==> src/design/rde_pkg.sv <==
// ----------------------------------------------------------------------------
// rde_pkg
// Types and constants shared by the relocation delta encoder modules.
// ----------------------------------------------------------------------------
package rde_pkg;

  // Register indexes of the configuration port
  localparam logic [1:0] CFG_TYPE_MASK   = 2'd0;
  localparam logic [1:0] CFG_LONG_UPPER  = 2'd1;
  localparam logic [1:0] CFG_TYPE_LIMIT  = 2'd2;

  // Register reset values
  localparam logic [15:0] TYPE_MASK_RST  = 16'd7;
  localparam logic [15:0] LONG_UPPER_RST = 16'd5;
  localparam logic [15:0] TYPE_LIMIT_RST = 16'd3;

  // Byte step per relocation word
  localparam logic [31:0] WORD_STEP = 32'd2;

  typedef struct packed {
    logic [15:0] rel_word;
    logic        end_of_stream;
  } in_item_t;

  typedef struct packed {
    logic [7:0]  out_byte;
    logic [24:0] fill_ones;
    logic        last;
  } out_item_t;

  // What the back end has to emit for one queued request
  typedef enum logic [1:0] {
    JOB_FIRST = 2'd0,  // absolute position, four bytes
    JOB_DELTA = 2'd1,  // gap to previous relocation, value holds gap minus one
    JOB_END   = 2'd2   // terminating zero byte
  } job_kind_e;

  typedef struct packed {
    job_kind_e   kind;
    logic        zero_gap;
    logic [31:0] value;
  } job_t;

endpackage

==> src/design/rde_fifo.sv <==
// ----------------------------------------------------------------------------
// rde_fifo
// Small register queue between the classifier and the emitter.
// ----------------------------------------------------------------------------
module rde_fifo #(
  parameter int DATA_W = 35,
  parameter int DEPTH  = 4
) (
  input  logic              clk_i,
  input  logic              rst_ni,
  input  logic              push_i,
  input  logic [DATA_W-1:0] push_data_i,
  input  logic              pop_i,
  output logic [DATA_W-1:0] pop_data_o,
  output logic              empty_o,
  output logic              full_o
);

  localparam int PtrW = (DEPTH > 1) ? $clog2(DEPTH) : 1;
  localparam int CntW = $clog2(DEPTH + 1);
  localparam logic [PtrW-1:0] LastPtr = PtrW'(DEPTH - 1);
  localparam logic [CntW-1:0] FullCnt = CntW'(DEPTH);

  logic [DATA_W-1:0] mem_q [DEPTH];
  logic [PtrW-1:0]   wr_ptr_q, wr_ptr_d;
  logic [PtrW-1:0]   rd_ptr_q, rd_ptr_d;
  logic [CntW-1:0]   count_q, count_d;

  assign empty_o    = (count_q == '0);
  assign full_o     = (count_q == FullCnt);
  assign pop_data_o = mem_q[rd_ptr_q];

  // Advance pointers and fill count
  always_comb begin
    wr_ptr_d = wr_ptr_q;
    rd_ptr_d = rd_ptr_q;
    count_d  = count_q;
    if (push_i) begin
      wr_ptr_d = (wr_ptr_q == LastPtr) ? '0 : wr_ptr_q + 1'b1;
    end
    if (pop_i) begin
      rd_ptr_d = (rd_ptr_q == LastPtr) ? '0 : rd_ptr_q + 1'b1;
    end
    if (push_i && !pop_i) begin
      count_d = count_q + 1'b1;
    end else if (!push_i && pop_i) begin
      count_d = count_q - 1'b1;
    end
  end

  always_ff @(posedge clk_i or negedge rst_ni) begin
    if (!rst_ni) begin
      wr_ptr_q <= '0;
      rd_ptr_q <= '0;
      count_q  <= '0;
    end else begin
      wr_ptr_q <= wr_ptr_d;
      rd_ptr_q <= rd_ptr_d;
      count_q  <= count_d;
    end
  end

  // Store entries
  always_ff @(posedge clk_i) begin
    if (push_i) begin
      mem_q[wr_ptr_q] <= push_data_i;
    end
  end

endmodule

==> src/design/rde_front.sv <==
// ----------------------------------------------------------------------------
// rde_front
// Accepts relocation words, tracks stream position and queues relocations.
// ----------------------------------------------------------------------------
module rde_front
  import rde_pkg::*;
(
  input  logic        clk_i,
  input  logic        rst_ni,
  input  logic        cfg_we_i,
  input  logic [1:0]  cfg_idx_i,
  input  logic [15:0] cfg_data_i,
  input  logic        accept_i,
  input  in_item_t    item_i,
  output logic        push_o,
  output job_t        job_o
);

  logic [15:0] type_mask_q, long_upper_q, type_limit_q;
  logic [31:0] byte_pos_q, byte_pos_d;
  logic [31:0] prev_pos_q, prev_pos_d;
  logic [31:0] upper_pos_q, upper_pos_d;
  logic        have_prev_q, have_prev_d;
  logic        pending_q, pending_d;
  logic [15:0] kind;

  assign kind = (item_i.rel_word - 16'd1) & type_mask_q;

  // Classify the accepted word and update stream state
  always_comb begin
    byte_pos_d  = byte_pos_q;
    prev_pos_d  = prev_pos_q;
    upper_pos_d = upper_pos_q;
    have_prev_d = have_prev_q;
    pending_d   = pending_q;
    push_o      = 1'b0;
    job_o.kind     = JOB_END;
    job_o.zero_gap = 1'b0;
    job_o.value    = upper_pos_q;
    if (accept_i) begin
      priority if (item_i.end_of_stream) begin
        push_o      = 1'b1;
        byte_pos_d  = '0;
        prev_pos_d  = '0;
        upper_pos_d = '0;
        have_prev_d = 1'b0;
        pending_d   = 1'b0;
      end else if (pending_q) begin
        pending_d  = 1'b0;
        byte_pos_d = byte_pos_q + WORD_STEP;
        if (kind < type_limit_q) begin
          push_o      = 1'b1;
          prev_pos_d  = upper_pos_q;
          have_prev_d = 1'b1;
          if (!have_prev_q) begin
            job_o.kind = JOB_FIRST;
          end else begin
            // gap minus one: pos - prev - 1 == pos + ~prev
            job_o.kind     = JOB_DELTA;
            job_o.zero_gap = (upper_pos_q == prev_pos_q);
            job_o.value    = upper_pos_q + ~prev_pos_q;
          end
        end
      end else begin
        byte_pos_d = byte_pos_q + WORD_STEP;
        if ((item_i.rel_word & type_mask_q) == long_upper_q) begin
          upper_pos_d = byte_pos_q;
          pending_d   = 1'b1;
        end
      end
    end
  end

  always_ff @(posedge clk_i or negedge rst_ni) begin
    if (!rst_ni) begin
      type_mask_q  <= TYPE_MASK_RST;
      long_upper_q <= LONG_UPPER_RST;
      type_limit_q <= TYPE_LIMIT_RST;
      byte_pos_q   <= '0;
      prev_pos_q   <= '0;
      upper_pos_q  <= '0;
      have_prev_q  <= 1'b0;
      pending_q    <= 1'b0;
    end else begin
      byte_pos_q  <= byte_pos_d;
      prev_pos_q  <= prev_pos_d;
      upper_pos_q <= upper_pos_d;
      have_prev_q <= have_prev_d;
      pending_q   <= pending_d;
      if (cfg_we_i) begin
        unique case (cfg_idx_i)
          CFG_TYPE_MASK:  type_mask_q  <= cfg_data_i;
          CFG_LONG_UPPER: long_upper_q <= cfg_data_i;
          CFG_TYPE_LIMIT: type_limit_q <= cfg_data_i;
          default: ;
        endcase
      end
    end
  end

endmodule

==> src/design/rde_back.sv <==
// ----------------------------------------------------------------------------
// rde_back
// Splits gaps into filler count and remainder, and emits the table bytes.
// ----------------------------------------------------------------------------
module rde_back
  import rde_pkg::*;
#(
  parameter int MAX_GAP = 254
) (
  input  logic      clk_i,
  input  logic      rst_ni,
  input  logic      job_avail_i,
  input  job_t      job_i,
  output logic      pop_o,
  output logic      out_valid_o,
  input  logic      out_stall_i,
  output out_item_t out_item_o
);

  // Reciprocal of the gap limit, scaled by 2^40; the quotient estimate is
  // at most one low for any 32-bit dividend
  localparam int          RecipShift = 40;
  localparam logic [40:0] RecipM = 41'((64'd1 << RecipShift) / 64'(MAX_GAP));
  localparam logic [19:0] RecipLo = RecipM[19:0];
  localparam logic [20:0] RecipHi = RecipM[40:20];
  localparam logic [7:0]  Gap = 8'(MAX_GAP);

  logic en;

  // Stage 1: partial products
  logic        s1_valid_q;
  job_t        s1_job_q;
  logic [51:0] s1_pp_lo_q;
  logic [52:0] s1_pp_hi_q;

  // Stage 2: quotient estimate
  logic        s2_valid_q;
  job_t        s2_job_q;
  logic [31:0] s2_qest_q;
  logic [72:0] s2_prod;

  // Stage 3: estimate times gap limit
  logic        s3_valid_q;
  job_t        s3_job_q;
  logic [31:0] s3_qest_q;
  logic [31:0] s3_qd_q;
  logic [39:0] s3_qd;

  // Emitter
  logic        out_valid_q;
  out_item_t   out_item_q, out_item_d;
  logic [1:0]  byte_idx_q;
  logic        load_ok;
  logic        s3_done;
  logic [31:0] rem_raw;
  logic [8:0]  rem_corr;
  logic [31:0] quot;
  logic [7:0]  pos_byte;

  assign load_ok = !out_valid_q || !out_stall_i;
  assign s3_done = s3_valid_q && load_ok &&
                   ((s3_job_q.kind != JOB_FIRST) || (byte_idx_q == 2'd3));
  assign en      = !s3_valid_q || s3_done;
  assign pop_o   = en && job_avail_i;

  assign s2_prod = 73'(s1_pp_lo_q) + (73'(s1_pp_hi_q) << 20);
  assign s3_qd   = 40'(s2_qest_q) * 40'(Gap);

  // Correct the estimate with one compare and subtract
  always_comb begin
    rem_raw = s3_job_q.value - s3_qd_q;
    if (rem_raw[8:0] >= {1'b0, Gap}) begin
      rem_corr = rem_raw[8:0] - {1'b0, Gap};
      quot     = s3_qest_q + 32'd1;
    end else begin
      rem_corr = rem_raw[8:0];
      quot     = s3_qest_q;
    end
  end

  // Pick the position byte, most significant first
  always_comb begin
    unique case (byte_idx_q)
      2'd0:    pos_byte = s3_job_q.value[31:24];
      2'd1:    pos_byte = s3_job_q.value[23:16];
      2'd2:    pos_byte = s3_job_q.value[15:8];
      default: pos_byte = s3_job_q.value[7:0];
    endcase
  end

  // Form the next result
  always_comb begin
    out_item_d.out_byte  = 8'd0;
    out_item_d.fill_ones = '0;
    out_item_d.last      = 1'b1;
    unique case (s3_job_q.kind)
      JOB_FIRST: begin
        out_item_d.out_byte = pos_byte;
        out_item_d.last     = (byte_idx_q == 2'd3);
      end
      JOB_DELTA: begin
        if (!s3_job_q.zero_gap) begin
          out_item_d.out_byte  = rem_corr[7:0] + 8'd1;
          out_item_d.fill_ones = quot[24:0];
        end
      end
      default: ;
    endcase
  end

  // Advance the divide pipeline as one
  always_ff @(posedge clk_i or negedge rst_ni) begin
    if (!rst_ni) begin
      s1_valid_q <= 1'b0;
      s2_valid_q <= 1'b0;
      s3_valid_q <= 1'b0;
    end else if (en) begin
      s1_valid_q <= job_avail_i;
      s2_valid_q <= s1_valid_q;
      s3_valid_q <= s2_valid_q;
    end
  end

  always_ff @(posedge clk_i) begin
    if (en) begin
      s1_job_q   <= job_i;
      s1_pp_lo_q <= 52'(job_i.value) * 52'(RecipLo);
      s1_pp_hi_q <= 53'(job_i.value) * 53'(RecipHi);
      s2_job_q   <= s1_job_q;
      s2_qest_q  <= s2_prod[71:40];
      s3_job_q   <= s2_job_q;
      s3_qest_q  <= s2_qest_q;
      s3_qd_q    <= s3_qd[31:0];
    end
  end

  // Hold the result until taken; step through position bytes
  always_ff @(posedge clk_i or negedge rst_ni) begin
    if (!rst_ni) begin
      out_valid_q <= 1'b0;
      byte_idx_q  <= 2'd0;
    end else if (load_ok) begin
      out_valid_q <= s3_valid_q;
      if (s3_valid_q) begin
        byte_idx_q <= s3_done ? 2'd0 : byte_idx_q + 2'd1;
      end
    end
  end

  always_ff @(posedge clk_i) begin
    if (load_ok && s3_valid_q) begin
      out_item_q <= out_item_d;
    end
  end

  assign out_valid_o = out_valid_q;
  assign out_item_o  = out_item_q;

endmodule

==> src/design/relocation_delta_encoder.sv <==
// ----------------------------------------------------------------------------
// relocation_delta_encoder
// Encodes a stream of relocation words into a delta relocation table.
// ----------------------------------------------------------------------------
// Usage:
//   Input channel in_valid_i / in_stall_o / in_item_i carries one relocation
//   word or an end marker per request. Output channel out_valid_o /
//   out_stall_i / out_item_o carries table bytes, each with its count of
//   0x01 filler bytes. A request moves when valid is high and stall is low.
//   Registers are written through cfg_we_i / cfg_idx_i / cfg_data_i while
//   the block is idle; an index beyond the list is ignored.
//   The front end takes one request per cycle while its queue has room and
//   keeps the stream position. The back end splits each gap by MAX_GAP with
//   a reciprocal multiply over three pipeline stages, then the output
//   register. Sustained rate is one request per cycle while the receiver
//   does not stall; only the first relocation of a stream holds the output
//   for one result per position byte. Reset clears the stream state, the
//   queue and the pipeline and loads the register defaults. When the
//   receiver stalls, the output holds, the queue fills and in_stall_o rises
//   once it is full.
// ----------------------------------------------------------------------------
module relocation_delta_encoder
  import rde_pkg::*;
#(
  parameter int MAX_GAP     = 254,
  parameter int QUEUE_DEPTH = 4
) (
  input  logic        clk_i,
  input  logic        rst_ni,
  input  logic        cfg_we_i,
  input  logic [1:0]  cfg_idx_i,
  input  logic [15:0] cfg_data_i,
  input  logic        in_valid_i,
  output logic        in_stall_o,
  input  in_item_t    in_item_i,
  output logic        out_valid_o,
  input  logic        out_stall_i,
  output out_item_t   out_item_o
);

  localparam int JobW = $bits(job_t);

  logic            accept;
  logic            push;
  job_t            push_job;
  logic            pop;
  logic [JobW-1:0] pop_data;
  logic            q_empty;
  logic            q_full;

  assign in_stall_o = q_full;
  assign accept     = in_valid_i && !q_full;

  rde_front u_front (
    .clk_i      (clk_i),
    .rst_ni     (rst_ni),
    .cfg_we_i   (cfg_we_i),
    .cfg_idx_i  (cfg_idx_i),
    .cfg_data_i (cfg_data_i),
    .accept_i   (accept),
    .item_i     (in_item_i),
    .push_o     (push),
    .job_o      (push_job)
  );

  rde_fifo #(
    .DATA_W (JobW),
    .DEPTH  (QUEUE_DEPTH)
  ) u_queue (
    .clk_i       (clk_i),
    .rst_ni      (rst_ni),
    .push_i      (push),
    .push_data_i (push_job),
    .pop_i       (pop),
    .pop_data_o  (pop_data),
    .empty_o     (q_empty),
    .full_o      (q_full)
  );

  rde_back #(
    .MAX_GAP (MAX_GAP)
  ) u_back (
    .clk_i       (clk_i),
    .rst_ni      (rst_ni),
    .job_avail_i (!q_empty),
    .job_i       (job_t'(pop_data)),
    .pop_o       (pop),
    .out_valid_o (out_valid_o),
    .out_stall_i (out_stall_i),
    .out_item_o  (out_item_o)
  );

endmodule

==> config.mk <==
export PLATFORM = sky130hd
export DESIGN_NAME = relocation_delta_encoder
export DESIGN_NICKNAME = d
export VERILOG_FILES = /design/src/design/rde_pkg.sv /design/src/design/rde_fifo.sv /design/src/design/rde_front.sv /design/src/design/rde_back.sv /design/src/design/relocation_delta_encoder.sv
export SDC_FILE = /design/constraint.sdc
export NUM_CORES = 1
export LEC_CHECK = 0
export BUFFER_PORTS_ARGS = -buffer_cell sky130_fd_sc_hd__buf_2
export CORE_ASPECT_RATIO = 0.75
export CORE_MARGIN = 2
export CORE_UTILIZATION = 43
export DETAILED_ROUTE_END_ITERATION = 10
export SLEW_MARGIN = 20
export SYNTH_ARGS = -nofsm -noshare
export SYNTH_HDL_FRONTEND = slang
export SYNTH_SLANG_ARGS = --single-unit
==> constraint.sdc <==
create_clock -name clk_i -period 8.85 [get_ports clk_i]
set_input_delay 0.4425 -clock clk_i [delete_from_list [all_inputs] [get_ports clk_i]]
set_output_delay 0.4425 -clock clk_i [all_outputs]
set_load 0.01 [all_outputs]
==> summary.txt <==
Yosys
  • Flops & latches, synth: 553
  • Synth Area in Simple Gates: 9.26%
  • Register area share after synthesis: 53.6%
  • Largest family of logic cells by synthesized area: adder cells
  • Async SR Flop Fraction: 28.6%
  • Syn Std Cell Area: 29500 um^2
  • Syn Inst Count: 2393
  • Synth Area in Adders: 13.9%
  • Syn avg cell area: 12.3 um^2
  • Unique masters post-synth: 80
  • Post-synthesis compound-gate area fraction: 9.18%
  • Mux cell area share after synthesis: 4.87%
  • Synthesized net count: 2735
  • Most used DFF post-synth: edfxtp_1
  • Post-synth EDFFs: 395
  • Ys Warns: 0
  • Xor and xnor fraction of the mapped netlist area: 5.61%

Setup path
  • Slowest cell on crit path: mux4_2
  • Worst path arrival time: 6.44 ns
  • Crit path launch type: flop
  • CP peak stage delay: 0.63 ns
  • Critical Path End Type: flop
  • CP Max Fanout: 28
  • Setup CP Type: flop to flop
  • Data required, critical path: 9.25 ns
  • Most used cell, CP: ha_1
  • CP cell instances: buf_4 -> mux4_2 -> ha_1 -> inv_1 -> fa_1 -> inv_1 -> ha_1 -> ha_1 -> ha_1 -> o21a_1 -> o21ai_0 -> a31oi_1 -> o2111ai_1 -> a211o_1 -> nand3_1 -> o211ai_1 -> a21oi_1 -> o31ai_1 -> a21boi_0

Timing
  • Min cycle time layout: 6.04 ns
  • Worst clock skew: 0.0315 ns
  • Peak Freq: 166 MHz
  • Setup tns final: 0 ns
  • RSZ-0062 raised after global routing: false
  • Hold Vio Cnt, Final: 0
  • Final setup viols: 0
  • Final period util: 68.2%
  • Measured slew at the worst slew-check pin: 1.08 ns
  • Pins Over Slew Limit: 0
  • Slew headroom: 27.7%

Drt
  • Drt via density: 5.39
  • Initial DRC Count: 1649
  • TritonRoute pass-1 iters: 7
  • DRC: 0
  • Vias post-DR: 18500
  • Antenna Nets Post-Route: 0
  • Final WL: 66500 um
  • WL/cell: 19.4 um

Job
  • Maxcap violations: 0

Finish
  • Share of cells above drive strength 1: 12.1%
  • Final Net Count: 2840
  • Commonest non-fill, non-tap cell in the layout: edfxtp_1
  • P&R area growth vs syn: 11.5%
  • Finished Core Util: 48.3%
  • Commonest non-fill, non-tap cells in the layout: edfxtp_1 (395), ha_1 (260), inv_1 (228)

Floorplanning
  • Die H: 231 um
  • Die ar.: 70700 um^2
  • IO Pins: 76
  • Number of cell rows: 83
  • Core ar.: 68100 um^2
  • Initial Util: 43.3%
  • Die Span X: 306 um

Placement
  • IO Port Bufs: 75
  • Placer congestion estimate: 0.893
  • Post-DP HPWL: 49400 um

Clock tree
  • CTS buffer count: 56
  • Clock buffer depth: 3
  • Clk Tree Root Cell: clkbuf_16
  • CTS tree: yes
  • Post-CTS Setup Bufs: 0
  • # H-tree levels: 2
  • Clk_lat worst skew: 0.62 ns
  • # clock sinks: 553
  • Reg clk slew, reported paths: 0.06 ns

GRT
  • Pin count of the biggest net entering global routing: 205
  • Vias in the first global route: 18300
  • First-pass GRT wire length: 106000 um
  • Initial antenna violation count: 2
  • Total grt overflow: 0
  • Total Routing Usage GR: 19.2%

Worst hold path
  • Hold Path Class: primary input to flop

Run status
  • Status: completed
-- cell families after synthesis --
kind of cell,Yosys count
compound gates,411
xor+xnor,189
fa+ha+maj,302
buf+inv,277
flops,553
mux,93
simple gates,568
-- cell type report --
type / instances / area, um^2
clock buffer: 67 / 1440
clock inverter: 35 / 380
timing repair buffer: 95 / 567
antenna: 1 / 2.50
fill: 6021 / 35200
tap: 892 / 1120
sequential: 553 / 15800
multi-input combinational: 1563 / 12700
inverter: 229 / 860
-- final timing paths --
check	startpoint	to	slack, ns	cells past startpoint
max	u_queue.rd_ptr_q[0]	u_back.s1_pp_lo_q[45]	2.81	19
min	cfg_data_i[8]	u_front.type_mask_q[8]	0.1	2
max reg2reg	u_queue.rd_ptr_q[0]	u_back.s1_pp_lo_q[45]	2.81	19
min reg2reg	u_back.s2_job_q[14]	u_back.s3_job_q[14]	0.41	0
max in group asynchronous	rst_ni	u_queue.rd_ptr_q[0]	6.81	3
min in group asynchronous	rst_ni	u_front.long_upper_q[14]	0.48	2
-- critical path: cells and delay by family, from the launching register on --
kind / cells / cell delay [ns]
AOI/OAI and AO/OA: 9 / 2.10
adders and majority gates: 5 / 1.69
buffers and inverters: 3 / 0.64
muxes: 1 / 0.63
DFF: 1 / 0.56
and+or+nand+nor: 1 / 0.21
-- metrics by stage --
step	cells	area [um^2]	worst slack (ns)	hold slack (ns)
2_1_floorplan	2393	29500	0.975	0.147
3_3_place_gp	3330	31000	2.82	0.402
3_5_place_dp	3330	31000	2.79	0.405
4_1_cts	3433	32800	2.76	0.0607
5_1_grt	3434	32900	2.37	0.0774
6_report	3435	32900	2.81	0.0978
-- layer usage --
layer,routed length [um],up-vias,GRT usage [%]
li1,-,8864,-
met1,35300,9177,31.2
met2,26500,395,26.5
met3,3740,64,3.48
met4,941,0,3.71
met5,0,-,0
-- cell usage after synthesis, drive strengths merged (21+ instances only) --
library cell	count	area [um^2]
edfxtp	395	11900
ha	260	3250
inv	228	856
nand2	190	713
dfrtp	151	3780
nor2	126	475
o21ai	112	568
xnor2	111	972
a21oi	86	430
xor2	78	683
mux2	55	619
nand3	47	240
fa	42	841
a21o	41	308
clkbuf	41	154
nor3	38	190
mux4	35	788
a22o	32	280
nand4	24	150
and2	21	131
o21a	21	158
-- state kept, by name, indices dropped and copies added, names as in the netlist, 2 cells and up --
register and cells:
u_back.byte_idx_q 2, u_back.out_item_o 34, u_back.s1_job_q 35, u_back.s1_pp_hi_q 29
u_back.s1_pp_lo_q 30, u_back.s2_job_q 35, u_back.s2_qest_q 25, u_back.s3_job_q 35
u_back.s3_qd_q 7, u_back.s3_qest_q 25, u_front.byte_pos_q 31, u_front.long_upper_q 16
u_front.prev_pos_q 32, u_front.type_limit_q 16, u_front.type_mask_q 16, u_front.upper_pos_q 32
u_queue.count_q 3, u_queue.mem_q 140, u_queue.rd_ptr_q 2, u_queue.wr_ptr_q 2
-- what timing repair did --
action	CTS	global route
setup endpoints to repair	0	0
resized for setup	0	0
endpoints found under the hold margin	89	0
hold buffers	1	0
Power is not shown: default switching activity piles up to over one toggle a cycle in this logic, so the estimate is an artifact.
